==> src/sv/punctuation_tokenizer_defines.svh <==
// Assertion macros used by the tokenizer top level.
`ifndef PUNCTUATION_TOKENIZER_DEFINES_SVH
`define PUNCTUATION_TOKENIZER_DEFINES_SVH

// Same-cycle implication, checked on every rising edge outside reset.
`define PTOK_ASSERT_NOW(lbl, ante, cons, msg) \
  lbl: assert property (@(posedge clk) disable iff (rst) (ante) |-> (cons)) else $error(msg);

// Next-cycle implication, checked on every rising edge outside reset.
`define PTOK_ASSERT_NEXT(lbl, ante, cons, msg) \
  lbl: assert property (@(posedge clk) disable iff (rst) (ante) |=> (cons)) else $error(msg);

`endif

==> src/sv/ptok_pkg.sv <==
package ptok_pkg;

  // Width of the running byte offset; it wraps at this width
  localparam int OFS_W = 32;
  // Width of the token start and length fields
  localparam int FLD_W = 32;
  // Tokens one input byte can produce
  localparam int MAX_TOK = 3;
  // Bundles held between scanner and emitter
  localparam int QDEPTH = 2;
  localparam int QAW = (QDEPTH > 1) ? $clog2(QDEPTH) : 1;

  localparam logic [FLD_W-1:0] RUN_MAX = '1;

  // Byte codes the scanner tests for
  localparam logic [7:0] CH_NUL    = 8'h00;
  localparam logic [7:0] CH_TAB    = 8'h09;
  localparam logic [7:0] CH_LF     = 8'h0A;
  localparam logic [7:0] CH_VT     = 8'h0B;
  localparam logic [7:0] CH_FF     = 8'h0C;
  localparam logic [7:0] CH_CR     = 8'h0D;
  localparam logic [7:0] CH_SPACE  = 8'h20;
  localparam logic [7:0] CH_DQUOTE = 8'h22;
  localparam logic [7:0] CH_SQUOTE = 8'h27;
  localparam logic [7:0] CH_STAR   = 8'h2A;
  localparam logic [7:0] CH_SLASH  = 8'h2F;
  localparam logic [7:0] CH_BSLASH = 8'h5C;
  localparam logic [7:0] CH_BTICK  = 8'h60;

  typedef enum logic [4:0] {
    K_LPAREN, K_RPAREN, K_LBRACK, K_RBRACK, K_LBRACE, K_RBRACE,
    K_DOT, K_COMMA, K_COLON, K_SEMI, K_CARET, K_TILDE,
    K_PLUS, K_MINUS, K_STAR, K_SLASH, K_PERCENT, K_AMP,
    K_PIPE, K_EQUAL, K_BANG, K_LESS, K_GREATER,
    K_END, K_STRING, K_OTHER
  } kind_t;

  typedef struct packed {
    kind_t             kind;
    logic [FLD_W-1:0]  start;
    logic [FLD_W-1:0]  length;
  } token_t;

  // All tokens caused by one input byte, slot 0 first
  typedef struct packed {
    logic [1:0]                count;
    token_t [MAX_TOK-1:0]      tok;
  } bundle_t;

  // Queue status seen by both sides
  typedef struct packed {
    logic full;
    logic valid;
  } q_stat_t;

  typedef struct packed {
    logic  hit;
    kind_t kind;
  } punct_t;

  // Map a byte to its punctuation kind
  function automatic punct_t punct_lookup(input logic [7:0] b);
    punct_t r;
    r.hit = 1'b1;
    case (b)
      8'h28:   r.kind = K_LPAREN;
      8'h29:   r.kind = K_RPAREN;
      8'h5B:   r.kind = K_LBRACK;
      8'h5D:   r.kind = K_RBRACK;
      8'h7B:   r.kind = K_LBRACE;
      8'h7D:   r.kind = K_RBRACE;
      8'h2E:   r.kind = K_DOT;
      8'h2C:   r.kind = K_COMMA;
      8'h3A:   r.kind = K_COLON;
      8'h3B:   r.kind = K_SEMI;
      8'h5E:   r.kind = K_CARET;
      8'h7E:   r.kind = K_TILDE;
      8'h2B:   r.kind = K_PLUS;
      8'h2D:   r.kind = K_MINUS;
      8'h2A:   r.kind = K_STAR;
      8'h2F:   r.kind = K_SLASH;
      8'h25:   r.kind = K_PERCENT;
      8'h26:   r.kind = K_AMP;
      8'h7C:   r.kind = K_PIPE;
      8'h3D:   r.kind = K_EQUAL;
      8'h21:   r.kind = K_BANG;
      8'h3C:   r.kind = K_LESS;
      8'h3E:   r.kind = K_GREATER;
      default: begin
        r.hit  = 1'b0;
        r.kind = K_OTHER;
      end
    endcase
    return r;
  endfunction

endpackage

==> src/sv/punctuation_tokenizer.sv <==
// Byte-stream tokenizer for C-like source. One byte is accepted per cycle;
// whitespace and comments are skipped, punctuation and other bytes become
// one-byte tokens, quoted text becomes string tokens, and a byte flagged as
// end of input closes any open token and adds an end token, after which
// offsets restart at zero. A byte causes zero to three tokens. The scanner
// takes a byte every cycle while its two-entry token queue has room; the
// output side delivers one token per cycle while out_ready is high, so
// sustained rate is one byte per cycle when each byte yields at most one
// token, and the output port sets the pace otherwise. The first token of a
// byte is registered in the token queue and then in the output register.
`include "punctuation_tokenizer_defines.svh"

module punctuation_tokenizer (
  input  logic                        clk,
  input  logic                        rst,
  input  logic                        in_valid,
  output logic                        in_ready,
  input  logic [7:0]                  byte_in,
  input  logic                        end_of_input,
  output logic                        out_valid,
  input  logic                        out_ready,
  output logic [4:0]                  token_kind,
  output logic [ptok_pkg::FLD_W-1:0]  token_start,
  output logic [ptok_pkg::FLD_W-1:0]  token_length,
  output logic                        last_of_run
);
  import ptok_pkg::*;

  q_stat_t q_stat;
  logic    push;
  logic    pop;
  bundle_t wr_bundle;
  bundle_t head;

  ptok_scan u_scan (
    .clk          (clk),
    .rst          (rst),
    .in_valid     (in_valid),
    .in_ready     (in_ready),
    .byte_in      (byte_in),
    .end_of_input (end_of_input),
    .q_stat       (q_stat),
    .push         (push),
    .bundle       (wr_bundle)
  );

  ptok_queue u_queue (
    .clk       (clk),
    .rst       (rst),
    .push      (push),
    .wr_bundle (wr_bundle),
    .pop       (pop),
    .head      (head),
    .stat      (q_stat)
  );

  ptok_emit u_emit (
    .clk          (clk),
    .rst          (rst),
    .q_stat       (q_stat),
    .head         (head),
    .pop          (pop),
    .out_valid    (out_valid),
    .out_ready    (out_ready),
    .token_kind   (token_kind),
    .token_start  (token_start),
    .token_length (token_length),
    .last_of_run  (last_of_run)
  );

  // An end-of-input beat always leaves a bundle waiting
  `PTOK_ASSERT_NEXT(a_eoi_queued, in_valid && in_ready && end_of_input, q_stat.valid, "end of input left no tokens")
  // Only defined kinds leave the block
  `PTOK_ASSERT_NOW(a_kind_range, out_valid, token_kind <= K_OTHER, "token kind out of range")
  // The closing end token is the last of its run
  `PTOK_ASSERT_NOW(a_end_last, out_valid && token_kind == K_END && token_length == '0, last_of_run, "closing end token not last")
  // A push into a full queue only happens in a cycle that also pops
  `PTOK_ASSERT_NOW(a_no_overflow, push, !q_stat.full || pop, "token queue overflow")

endmodule

==> src/sv/ptok_scan.sv <==
module ptok_scan (
  input  logic              clk,
  input  logic              rst,
  input  logic              in_valid,
  output logic              in_ready,
  input  logic [7:0]        byte_in,
  input  logic              end_of_input,
  input  ptok_pkg::q_stat_t q_stat,
  output logic              push,
  output ptok_pkg::bundle_t bundle
);
  import ptok_pkg::*;

  typedef enum logic [2:0] {
    M_NORMAL = 3'd0,
    M_SLASH  = 3'd1,
    M_LINE   = 3'd2,
    M_BLOCK  = 3'd3,
    M_STAR   = 3'd4,
    M_STRING = 3'd5,
    M_ESC    = 3'd6
  } mode_t;

  mode_t            mode, mode_next;
  logic [7:0]       quote_byte, quote_byte_next;
  logic [OFS_W-1:0] token_begin, token_begin_next;
  logic [FLD_W-1:0] run_length, run_length_next;
  logic [OFS_W-1:0] byte_offset, byte_offset_next;

  logic             in_fire;
  logic [1:0]       n;
  logic             do_normal;
  logic [FLD_W-1:0] run_inc;
  punct_t           pk;
  bundle_t          bnd;

  assign in_ready = !q_stat.full;
  assign in_fire  = in_valid && in_ready;

  // Classify the byte and collect the tokens it closes
  always_comb begin
    mode_next        = mode;
    quote_byte_next  = quote_byte;
    token_begin_next = token_begin;
    run_length_next  = run_length;
    byte_offset_next = byte_offset + OFS_W'(1);
    bnd              = '0;
    n                = '0;
    do_normal        = 1'b0;
    run_inc          = (run_length == RUN_MAX) ? run_length : run_length + FLD_W'(1);
    pk               = punct_lookup(byte_in);

    case (mode)
      M_SLASH: begin
        if (byte_in == CH_SLASH) begin
          mode_next = M_LINE;
        end else if (byte_in == CH_STAR) begin
          mode_next = M_BLOCK;
        end else begin
          bnd.tok[n] = '{kind: K_SLASH, start: FLD_W'(token_begin), length: FLD_W'(1)};
          n = n + 2'd1;
          do_normal = 1'b1;
        end
      end
      M_LINE: begin
        if (byte_in == CH_LF) mode_next = M_NORMAL;
      end
      M_BLOCK: begin
        if (byte_in == CH_STAR) mode_next = M_STAR;
      end
      M_STAR: begin
        if (byte_in == CH_SLASH) mode_next = M_NORMAL;
        else if (byte_in != CH_STAR) mode_next = M_BLOCK;
      end
      M_STRING: begin
        run_length_next = run_inc;
        if (byte_in == CH_BSLASH) begin
          mode_next = M_ESC;
        end else if (byte_in == quote_byte) begin
          bnd.tok[n] = '{kind: K_STRING, start: FLD_W'(token_begin), length: run_inc};
          n = n + 2'd1;
          mode_next = M_NORMAL;
        end
      end
      M_ESC: begin
        run_length_next = run_inc;
        mode_next = M_STRING;
      end
      default: do_normal = 1'b1;
    endcase

    // Scan a byte from the normal state
    if (do_normal) begin
      mode_next = M_NORMAL;
      if (byte_in inside {CH_SPACE, CH_TAB, CH_CR, CH_VT, CH_FF, CH_LF}) begin
        mode_next = M_NORMAL;
      end else if (byte_in == CH_SLASH) begin
        mode_next        = M_SLASH;
        token_begin_next = byte_offset;
      end else if (byte_in inside {CH_DQUOTE, CH_SQUOTE, CH_BTICK}) begin
        mode_next        = M_STRING;
        quote_byte_next  = byte_in;
        token_begin_next = byte_offset;
        run_length_next  = FLD_W'(1);
      end else if (byte_in == CH_NUL) begin
        bnd.tok[n] = '{kind: K_END, start: FLD_W'(byte_offset), length: FLD_W'(1)};
        n = n + 2'd1;
      end else begin
        bnd.tok[n] = '{kind: pk.kind, start: FLD_W'(byte_offset), length: FLD_W'(1)};
        n = n + 2'd1;
      end
    end

    // Close what is open, add the end token, and restart the source
    if (end_of_input) begin
      if (mode_next == M_SLASH) begin
        bnd.tok[n] = '{kind: K_SLASH, start: FLD_W'(token_begin_next), length: FLD_W'(1)};
        n = n + 2'd1;
      end else if (mode_next == M_STRING || mode_next == M_ESC) begin
        bnd.tok[n] = '{kind: K_STRING, start: FLD_W'(token_begin_next),
                       length: run_length_next};
        n = n + 2'd1;
      end
      bnd.tok[n] = '{kind: K_END, start: FLD_W'(byte_offset_next), length: '0};
      n = n + 2'd1;
      mode_next        = M_NORMAL;
      quote_byte_next  = '0;
      token_begin_next = '0;
      run_length_next  = '0;
      byte_offset_next = '0;
    end
    bnd.count = n;
  end

  assign push   = in_fire && (n != 2'd0);
  assign bundle = bnd;

  // Advance scanner state on each accepted beat
  always_ff @(posedge clk) begin
    if (rst) begin
      mode        <= M_NORMAL;
      quote_byte  <= '0;
      token_begin <= '0;
      run_length  <= '0;
      byte_offset <= '0;
    end else if (in_fire) begin
      mode        <= mode_next;
      quote_byte  <= quote_byte_next;
      token_begin <= token_begin_next;
      run_length  <= run_length_next;
      byte_offset <= byte_offset_next;
    end
  end

endmodule

==> src/sv/ptok_queue.sv <==
module ptok_queue (
  input  logic              clk,
  input  logic              rst,
  input  logic              push,
  input  ptok_pkg::bundle_t wr_bundle,
  input  logic              pop,
  output ptok_pkg::bundle_t head,
  output ptok_pkg::q_stat_t stat
);
  import ptok_pkg::*;

  bundle_t        entries [QDEPTH];
  logic [QAW-1:0] wr_ptr, rd_ptr;
  logic [QAW:0]   cnt;

  assign head       = entries[rd_ptr];
  assign stat.valid = (cnt != '0);
  assign stat.full  = (cnt == (QAW+1)'(QDEPTH));

  // Store incoming bundles
  always_ff @(posedge clk) begin
    if (push) entries[wr_ptr] <= wr_bundle;
  end

  // Track pointers and fill level
  always_ff @(posedge clk) begin
    if (rst) begin
      wr_ptr <= '0;
      rd_ptr <= '0;
      cnt    <= '0;
    end else begin
      if (push) begin
        wr_ptr <= (wr_ptr == QAW'(QDEPTH - 1)) ? '0 : wr_ptr + QAW'(1);
      end
      if (pop) begin
        rd_ptr <= (rd_ptr == QAW'(QDEPTH - 1)) ? '0 : rd_ptr + QAW'(1);
      end
      if (push && !pop) cnt <= cnt + (QAW+1)'(1);
      else if (pop && !push) cnt <= cnt - (QAW+1)'(1);
    end
  end

endmodule

==> src/sv/ptok_emit.sv <==
module ptok_emit (
  input  logic                           clk,
  input  logic                           rst,
  input  ptok_pkg::q_stat_t              q_stat,
  input  ptok_pkg::bundle_t              head,
  output logic                           pop,
  output logic                           out_valid,
  input  logic                           out_ready,
  output logic [4:0]                     token_kind,
  output logic [ptok_pkg::FLD_W-1:0]     token_start,
  output logic [ptok_pkg::FLD_W-1:0]     token_length,
  output logic                           last_of_run
);
  import ptok_pkg::*;

  logic [1:0] idx;
  logic       load;
  logic       is_last;
  token_t     cur;

  assign load    = q_stat.valid && (!out_valid || out_ready);
  assign is_last = (idx == head.count - 2'd1);
  assign cur     = head.tok[idx];
  assign pop     = load && is_last;

  // Serialize one token per cycle into the output register while the queue holds tokens and out_ready is high
  always_ff @(posedge clk) begin
    if (rst) begin
      out_valid <= 1'b0;
      idx       <= '0;
    end else if (load) begin
      out_valid <= 1'b1;
      idx       <= is_last ? 2'd0 : idx + 2'd1;
    end else if (out_ready) begin
      out_valid <= 1'b0;
    end
  end

  // Hold payload until the beat is taken
  always_ff @(posedge clk) begin
    if (load) begin
      token_kind   <= cur.kind;
      token_start  <= cur.start;
      token_length <= cur.length;
      last_of_run  <= is_last;
    end
  end

endmodule

==> config.mk <==
export PLATFORM = sky130hd
export DESIGN_NAME = punctuation_tokenizer
export DESIGN_NICKNAME = d
export VERILOG_FILES = /design/src/sv/ptok_pkg.sv /design/src/sv/punctuation_tokenizer.sv /design/src/sv/ptok_scan.sv /design/src/sv/ptok_queue.sv /design/src/sv/ptok_emit.sv
export VERILOG_INCLUDE_DIRS = /design/src /design/src/sv
export SDC_FILE = /design/constraint.sdc
export NUM_CORES = 1
export LEC_CHECK = 0
export BUFFER_PORTS_ARGS = -buffer_cell sky130_fd_sc_hd__buf_2
export CORE_MARGIN = 3
export CORE_UTILIZATION = 50
export CTS_CLUSTER_SIZE = 25
export DETAILED_ROUTE_END_ITERATION = 10
export PLACE_DENSITY = 0.7
export REMOVE_ABC_BUFFERS = 1
export SETUP_SLACK_MARGIN = 0.3
export SLEW_MARGIN = 20
export SYNTH_ARGS = -nofsm -noshare
export SYNTH_HDL_FRONTEND = slang
export SYNTH_SLANG_ARGS = --single-unit
==> constraint.sdc <==
create_clock -name clk -period 27.5 [get_ports clk]
set_clock_uncertainty 0.05 [all_clocks]
set_input_delay 2.75 -clock clk [delete_from_list [all_inputs] [get_ports clk]]
set_output_delay 2.75 -clock clk [all_outputs]
set_load 0.05 [all_outputs]
==> impl_metrics.ini, run 1 <==
[logic_synthesis]
synth_edf_count = 484
synthCells = 2319
yosysMostFrequentCell = edfxtp_1
yosys.area.top_type = edfxtp_1
ys_seq_area_share_pct = 59.9
synthArstFlopShare_pct = 0
ys.flop_type = edfxtp_1
yosys_warnings = 0
synth_area_leaders = edfxtp_1 52%, dfxtp_1 8.2%, mux4_2 5.5%
syn_avg_cell_area_sq_um = 12.1
syn_area_sq_um = 28100
ys_types = 88
ys_seq_elements = 599
synth.top_cells.by_count = 484 x edfxtp_1, 277 x nor2_1, 139 x nand2_1
synth_top_area_share_pct = 51.7

[timing]
rsz0062_at_grt = no
timing.fmax_mhz = 125
worst_pin_slew_ps = 1060
setup_violations = 0
finalHoldViolCount = 0
period_needed_ps = 8020
slew_headroom_pct = 29.0
setup_tns_ps = 0
drv_slew = 0
post-route-period-util_pct = 29.2

[route]
vias = 19300
wl_mm = 70.7
dr.pass1.iters = 6
wire_per_inst_um = 22.7
ant_nets = 0
first_iter_violations = 2440
routed_via_density = 6.21
drc_errors = 0

[finish]
n_antenna_cell = 0
finish.utilization_pct = 56.1
area_growth_pct = 10.6
nets = 2336
finalNonFillerCells = 3112
drive_gt1_share_pct = 13.5

[placed_design]
placed_cells = 2999
globalplace.congestion = 0.895
dp_hpwl_mm = 41.4
port_buffers = 84

[clocking]
clockBufferDepth = 3
cts-root-buf = clkbuf_16
cts_tree = done
cts.sinks = 599
cts_setup_buffers = 0
hold_buffers = 0
clock_latency_ps = 650
htree_num_levels = 2
cts_buffers = 59
path_clk_slew_ps = 60
cts_resized = 0

[global_routing]
grt_overflow = 0
grt_usage_pct = 23.4
grt_max_degree = 171
grt_pass1_vias = 19200
antenna_found_initial = 0
grt_pass1_wl_mm = 109

[pwr]
total_power_uw = 2780
pwr-share-seq_pct = 44.8
power.density_nw_per_um2 = 89.5
p_switching_uw = 895
p_leak_uw = 0.0101
pwr-share-comb_pct = 25.6
p_clk_share_pct = 29.5
p_int_uw = 1890
sw_frac_of_total_pct = 32.2
vdd_drop_max_mv = 0.0542

[min_path]
hp-class = reg2reg

[die]
die_height_um = 243
coreArea_sq_um = 55400
die_area_sq_um = 59100
die_w_um = 243
start_util_pct = 50.8
num_rows = 86
io_pins = 85

[worst_setup_path]
startpoint_type = input port
critical_path_class = in2reg
crit_arrival_ps = 8210
required_ps = 27690
end_kind = register
critPathMaxFanout = 170

[job]
cap_violations = 0

[status]
status = finished, final reports clean
registers in the layout (all words and copies together), names as in the netlist, named ones only:
name	cells
u_scan.token_begin	32
u_queue.cnt	2
u_queue.wr_ptr	1
u_emit.last_of_run	1
u_emit.token_length	32
u_scan.byte_offset	32
u_queue.rd_ptr	1
u_scan.mode	3
u_emit.out_valid	1
u_emit.idx	2
u_emit.token_kind	5
u_queue.entries	414
u_scan.run_length	32
u_scan.quote_byte	8
u_emit.token_start	32
through the flow:
step / cell area, sq um / hold WS [ps] / setup WS (ps)
2_1_floorplan: 27400 / 393 / 11100
3_3_place_gp: 29100 / 420 / 18870
3_5_place_dp: 29100 / 427 / 18640
4_1_cts: 31100 / 435 / 19300
5_1_grt: 31100 / 454 / 19090
6_report: 31100 / 433 / 19480
cells in the final DEF (no fill, tap or decap), types with 57 or more instances in the layout:
cell	instances
clkbuf_16	60
dfxtp_1	112
o22ai_1	123
xnor2_1	57
nand2_1	134
mux4_2	69
a21oi_1	70
mux2i_1	102
buf_2	83
edfxtp_1	484
nor2_1	274
inv_1	86
o21ai_0	83
layout make-up:
| cell class | instances | area [sq um] |
|---|---|---|
| clock buffers | 82 | 1650 |
| clock inverters | 30 | 337 |
| fillers | 4553 | 24300 |
| inverters | 89 | 335 |
| multi-input cells | 1448 | 10300 |
| flip-flops and latches | 599 | 16800 |
| well taps | 748 | 936 |
| repair buffers | 116 | 699 |
worst paths after layout:
check	startpoint	to	slack, ps	cells past startpoint
max	byte_in[3]	u_queue.entries[0][179]	19480	17
max reg2reg	u_scan.mode[2]	u_queue.entries[0][179]	21330	15
min	u_scan.quote_byte[0]	u_scan.quote_byte[0]	430	2
min reg2reg	u_scan.quote_byte[0]	u_scan.quote_byte[0]	430	2
cell families (layout without fill, tap and decap cells):
family                     Yosys count  count (layout)  share of synthesized area [%]
and+or+nand+nor                    666             666                           11.3
buffers and inverters              272             317                           3.77
AOI/OAI and AO/OA                  494             494                           12.1
adders and majority gates           10              10                          0.445
DFF                                599             599                           59.9
muxes                              175             175                           9.34
xor gates and xnor gates           103             103                           3.27
power groups by stage:
stage	clock network, uW	logic [uW]	registers (uW)
4_1_cts	835	718	1250
3_3_place_gp	0	709	1260
6_report	822	713	1250
5_1_grt	871	758	1260
2_1_floorplan	0	331	1510
3_5_place_dp	0	715	1270
routing by layer:
layer | global-route usage (%) | up-vias | routed length, um | share of wire [%]
li1 | - | 8761 | - | -
met1 | 31.2 | 9579 | 29000 | 41
met2 | 39.5 | 832 | 34600 | 49
met3 | 3.54 | 156 | 5050 | 7.1
met4 | 7.94 | 0 | 2040 | 2.9
met5 | 0 | - | 0 | 0
worst max-delay path: stages:
cell and delay, ps:
buf_2 380, xnor2_1 170, nand4_1 200, nor4_2 610
nor2_2 80, buf_4 270, inv_2 110, buf_4 460
mux2_4 340, ha_1 250, nor2_1 100, a21oi_1 80
ha_1 370, a31oi_4 240, nor2b_4 640, buf_16 250
buf_12 640
Note: power is estimated with default switching activity, not from simulation.
==> run 2: changes to the inputs <==
--- a/config.mk
+++ b/config.mk
@@ -11,7 +11,7 @@
 export CORE_UTILIZATION = 50
 export CTS_CLUSTER_SIZE = 25
 export DETAILED_ROUTE_END_ITERATION = 10
-export PLACE_DENSITY = 0.7
+export PLACE_DENSITY = 0.73
 export REMOVE_ABC_BUFFERS = 1
 export SETUP_SLACK_MARGIN = 0.3
 export SLEW_MARGIN = 20
==> constraint.sdc (replaced) <==
create_clock -name clk -period 7.2 [get_ports clk]
set_clock_uncertainty 0.05 [all_clocks]
set_input_delay 0.72 -clock clk [delete_from_list [all_inputs] [get_ports clk]]
set_output_delay 0.72 -clock clk [all_outputs]
set_load 0.05 [all_outputs]
==> impl_metrics.ini, run 2 (synthesis gave the netlist of run 1 again) <==
[status]
status = finished, final reports clean

[finish]
finalNonFillerCells = 3118
design_area_sq_um = 31200
top_register = u_queue.entries
fillers = 4490
mostFrequentLayoutCells = 484 x edfxtp_1, 275 x nor2_1, 137 x nand2_1, 123 x o22ai_1, 112 x dfxtp_1
nets = 2340
largest_register_ffs = 414
final_common_cell = edfxtp_1
drive_gt1_share_pct = 13.8
area_growth_pct = 10.9

[worst_setup_path]
critPathMaxFanout = 39
required_ps = 7630
slowest_stage = o21ai_1
crit_top_cell = buf_4
path_buf_inv = 5
crit_chain = nand3b_1, nor4_2, nor2_2, buf_4, inv_2, buf_4, mux2_4, ha_1, nor2_1, a21oi_1, ha_1, nor2_1, nand3_1, buf_4, o21ai_1, buf_4, a221o_1
crit_family = simple AND/OR/NAND/NOR gates
critical_path_class = reg2reg
cpPeakStageDelay_ps = 840
startpoint_type = register
end_kind = register
crit_arrival_ps = 6140

[die]
start_util_pct = 50.8
die_w_um = 243
io_pins = 85
coreArea_sq_um = 55400
die_area_sq_um = 59100
num_rows = 86
die_height_um = 243

[pwr]
pwr-share-comb_pct = 25.4
p_int_uw = 7290
total_power_uw = 10700
pwr-share-seq_pct = 44.4
p_leak_uw = 0.0102
power.density_nw_per_um2 = 343
p_clk_share_pct = 30.2
vdd_drop_max_mv = 0.287
sw_frac_of_total_pct = 31.9
p_switching_uw = 3420

[clocking]
clockBufferDepth = 3
clock_latency_ps = 630
cts_setup_buffers = 0
cts_tree = done
path_clk_slew_ps = 60
cts-root-buf = clkbuf_16
cts_buffers = 60
hold_buffers = 0
cts_resized = 0
cts.sinks = 599
htree_num_levels = 2

[timing]
setup_violations = 0
rsz0062_at_grt = no
slew_headroom_pct = 27.7
hold_slack_ps = 376
period_needed_ps = 5710
timing.fmax_mhz = 175
drv_slew = 0
finalHoldViolCount = 0
worst_pin_slew_ps = 1080
post-route-period-util_pct = 79.3

[route]
drc_errors = 0
first_iter_violations = 1929
routed_via_density = 6.24
ant_nets = 0
vias = 19500
wire_per_inst_um = 22.5
wl_mm = 70.1
dr.pass1.iters = 7

[global_routing]
grt_usage_pct = 23.4
grt_overflow = 0
antenna_found_initial = 2
grt_pass1_vias = 19700
grt_max_degree = 130
grt_pass1_wl_mm = 110

[job]
cap_violations = 0

[placed_design]
dp_hpwl_mm = 41.9
port_buffers = 84
dpl_cell_area_sq_um = 29100
globalplace.congestion = 0.936
placed_cells = 3003

[min_path]
hp-class = in2reg
-- run 2: cell types whose count changed in the layout (fill, tap and decap cells not counted), moves of 2 or more --
cell / before / now
clkbuf_8: 7 / 10
nand2_1: 134 / 137
diode_2: 0 / 2
clkbuf_1: 15 / 9
buf_12: 1 / 5
nand2_2: 5 / 2
clkinvlp_4: 1 / 3
clkinv_2: 11 / 13
-- run 2: final timing paths --
kind | from | endpoint | slack, ps | cells past startpoint
setup reg to reg | u_scan.mode[2] | u_queue.entries[0][120] | 1490 | 17
hold / removal | out_ready | u_emit.out_valid | 380 | 3
hold reg to reg | u_scan.quote_byte[0] | u_scan.quote_byte[0] | 420 | 2
setup / recovery | u_scan.mode[2] | u_queue.entries[0][120] | 1490 | 17
-- run 2: metrics by stage --
step / setup TNS (ps) / setup WS (ps) / util [%]
global placement: 0 / 1240 / 52.6
finish: 0 / 1490 / 56.3
detailed placement: 0 / 1080 / 52.6
floorplan: -2028720 / -7170 / -
CTS: 0 / 1650 / 56.3
global route: 0 / 1210 / 56.3
-- run 2: layout make-up --
cell class / instances / area, sq um / share of cell area [%]
Inverter: 89 / 335 / 1.07
Antenna cell: 2 / 5.00 / 0.0160
Sequential cell: 599 / 16800 / 54.0
Timing Repair Buffer: 119 / 748 / 2.40
Multi-Input combinational cell: 1448 / 10300 / 32.9
Clock buffer: 80 / 1700 / 5.44
Tap cell: 748 / 936 / 3.00
Clock inverter: 33 / 355 / 1.14
-- run 2: layer usage --
layer	vias to the layer above	wire, um	track usage, %
met5	-	0	0
met4	0	2010	8.77
met3	151	5310	4.26
met2	828	34200	38.8
met1	9717	28600	30.8
li1	8767	-	-
-- run 2: tightest hold or removal path: stages --
cell	delay, ps
buf_2	70
nand2b_1	120
a21oi_1	70
-- run 2: power groups by stage --
stage / Sequential (uW) / Clock, uW / Combinational, uW
after CTS: 4760 / 3280 / 2750
after floorplan: 5770 / 0 / 1260
after detailed placement: 4830 / 0 / 2740
after global routing: 4810 / 3420 / 2890
final: 4750 / 3230 / 2720
after global placement: 4810 / 0 / 2720
==> run 3: changes to the inputs <==
--- a/config.mk
+++ b/config.mk
@@ -11,7 +11,7 @@
 export CORE_UTILIZATION = 50
 export CTS_CLUSTER_SIZE = 25
 export DETAILED_ROUTE_END_ITERATION = 10
-export PLACE_DENSITY = 0.73
+export PLACE_DENSITY = 0.7
 export REMOVE_ABC_BUFFERS = 1
 export SETUP_SLACK_MARGIN = 0.3
 export SLEW_MARGIN = 20
==> constraint.sdc (replaced) <==
create_clock -name clk -period 5.3 [get_ports clk]
set_clock_uncertainty 0.05 [all_clocks]
set_input_delay 0.53 -clock clk [delete_from_list [all_inputs] [get_ports clk]]
set_output_delay 0.53 -clock clk [all_outputs]
set_load 0.05 [all_outputs]
==> impl_metrics.ini, run 3 (synthesis gave the netlist of run 1 again) <==
[min_path]
hp-class = in2reg

[worst_setup_path]
critical_path_class = reg2reg
path_buf_inv = 2
crit_chain = nand3b_1, nor4_2, nor2_2, inv_2, ha_1, mux2_4, ha_1, nor2_1, a21oi_1, ha_1, nand2_1, nand3_1, o21ai_1, buf_4, a221o_1
startpoint_type = register
crit_family = simple AND/OR/NAND/NOR gates
crit_top_cell = ha_1
end_kind = register
required_ps = 5600
r2r_setup_slack_ps = 840
slowest_stage = dfxtp_1
cpPeakStageDelay_ps = 610
critPathMaxFanout = 13
crit_arrival_ps = 4750

[global_routing]
grt_max_degree = 131
grt_usage_pct = 23.8
grt_pass1_wl_mm = 111
grt_pass1_vias = 19700
antenna_found_initial = 1
grt_overflow = 0

[timing]
worst_pin_slew_ps = 1070
timing.fmax_mhz = 224
rsz0062_at_grt = no
setup_tns_ps = 0
drv_slew = 0
post-route-period-util_pct = 84.1
setup_ws_ps = 843
period_needed_ps = 4460
slew_headroom_pct = 28.9
hold_slack_ps = 175
setup_violations = 0
finalHoldViolCount = 0

[pwr]
total_power_uw = 14700
vdd_drop_max_mv = 0.316
p_leak_uw = 0.0104
power.density_nw_per_um2 = 466

[die]
coreArea_sq_um = 55400
start_util_pct = 50.8
die_height_um = 243
num_rows = 86
die_area_sq_um = 59100
die_w_um = 243
io_pins = 85

[finish]
finish.utilization_pct = 57.0
top_register = u_queue.entries
final_common_cell = edfxtp_1
multi_input_area_sq_um = 10300
drive_gt1_share_pct = 14.9
largest_register_ffs = 414
regArea_sq_um = 16800
area_growth_pct = 12.4
fillers = 4438
mostFrequentLayoutCells = 484 x edfxtp_1, 275 x nor2_1, 138 x nand2_1, 123 x o22ai_1, 112 x dfxtp_1
nets = 2372

[job]
cap_violations = 0

[route]
vias = 19700
wl_mm = 71.3
dr.pass1.iters = 6
wire_per_inst_um = 22.6
ant_nets = 0
first_iter_violations = 2055
drc_errors = 0
routed_via_density = 6.27

[status]
status = finished, final reports clean

[clocking]
cts_setup_buffers = 0
hold_buffers = 0
cts-root-buf = clkbuf_16
cts.sinks = 599
path_clk_slew_ps = 60
clock_latency_ps = 630
cts_resized = 0
cts_tree = done
clockBufferDepth = 3
htree_num_levels = 2
cts_buffers = 61

[placed_design]
pre_cts_ws_ps = 356
dp_hpwl_mm = 43.8
globalplace.congestion = 0.895
port_buffers = 84
run 3: cell types whose count changed in the layout (fill, tap and decap cells not counted), moves of 2 or more:
cell / delta
clkinv_4: +2
buf_12: +8
bufinv_16: +4
inv_6: +4
clkinv_2: -4
clkbuf_8: -8
clkinvlp_4: +3
buf_4: +22
run 3: path summary, 6_finish.rpt:
check / from / end / depth (start not counted)
worst max-delay path: u_scan.mode[0] / u_queue.entries[1][112] / 15
worst min-delay path: out_ready / u_emit.out_valid / 3
worst max register to register: u_scan.mode[0] / u_queue.entries[1][112] / 15
worst min register to register: u_scan.quote_byte[2] / u_scan.quote_byte[2] / 2
run 3: through the flow:
stage          std cells  cell area, sq um
2_1_floorplan       2136             27400
3_3_place_gp        3033             29500
3_5_place_dp        3033             29500
4_1_cts             3148             31600
5_1_grt             3149             31600
6_report            3150             31600
run 3: area by class of cell:
| cell class | instances | share of cell area (%) |
|---|---|---|
| clock inverter | 43 | 1.68 |
| tap | 748 | 2.96 |
| clock buffer | 72 | 5.02 |
| multi-input combinational | 1448 | 32.5 |
| inverter | 89 | 1.06 |
| timing repair buffer | 150 | 3.48 |
| sequential | 599 | 53.3 |
| antenna | 1 | 0.00792 |
run 3: metal layers:
metal  global-route usage [%]  share of wire [%]
met5                        0                  0
met4                     8.01                2.8
met3                     4.21                7.6
met2                     39.9                 49
met1                     31.4                 41
run 3: power by group:
group	leakage, uW	switching [uW]	total (uW)	internal [uW]
Sequential	0.00558	279	6420	6140
Combinational	0.00376	2580	3800	1220
Clock	0.00102	1820	4510	2680
run 3: worst min-delay path, stage by stage:
cell and delay (ps):
buf_2 70, nand2b_1 120, a21oi_1 70
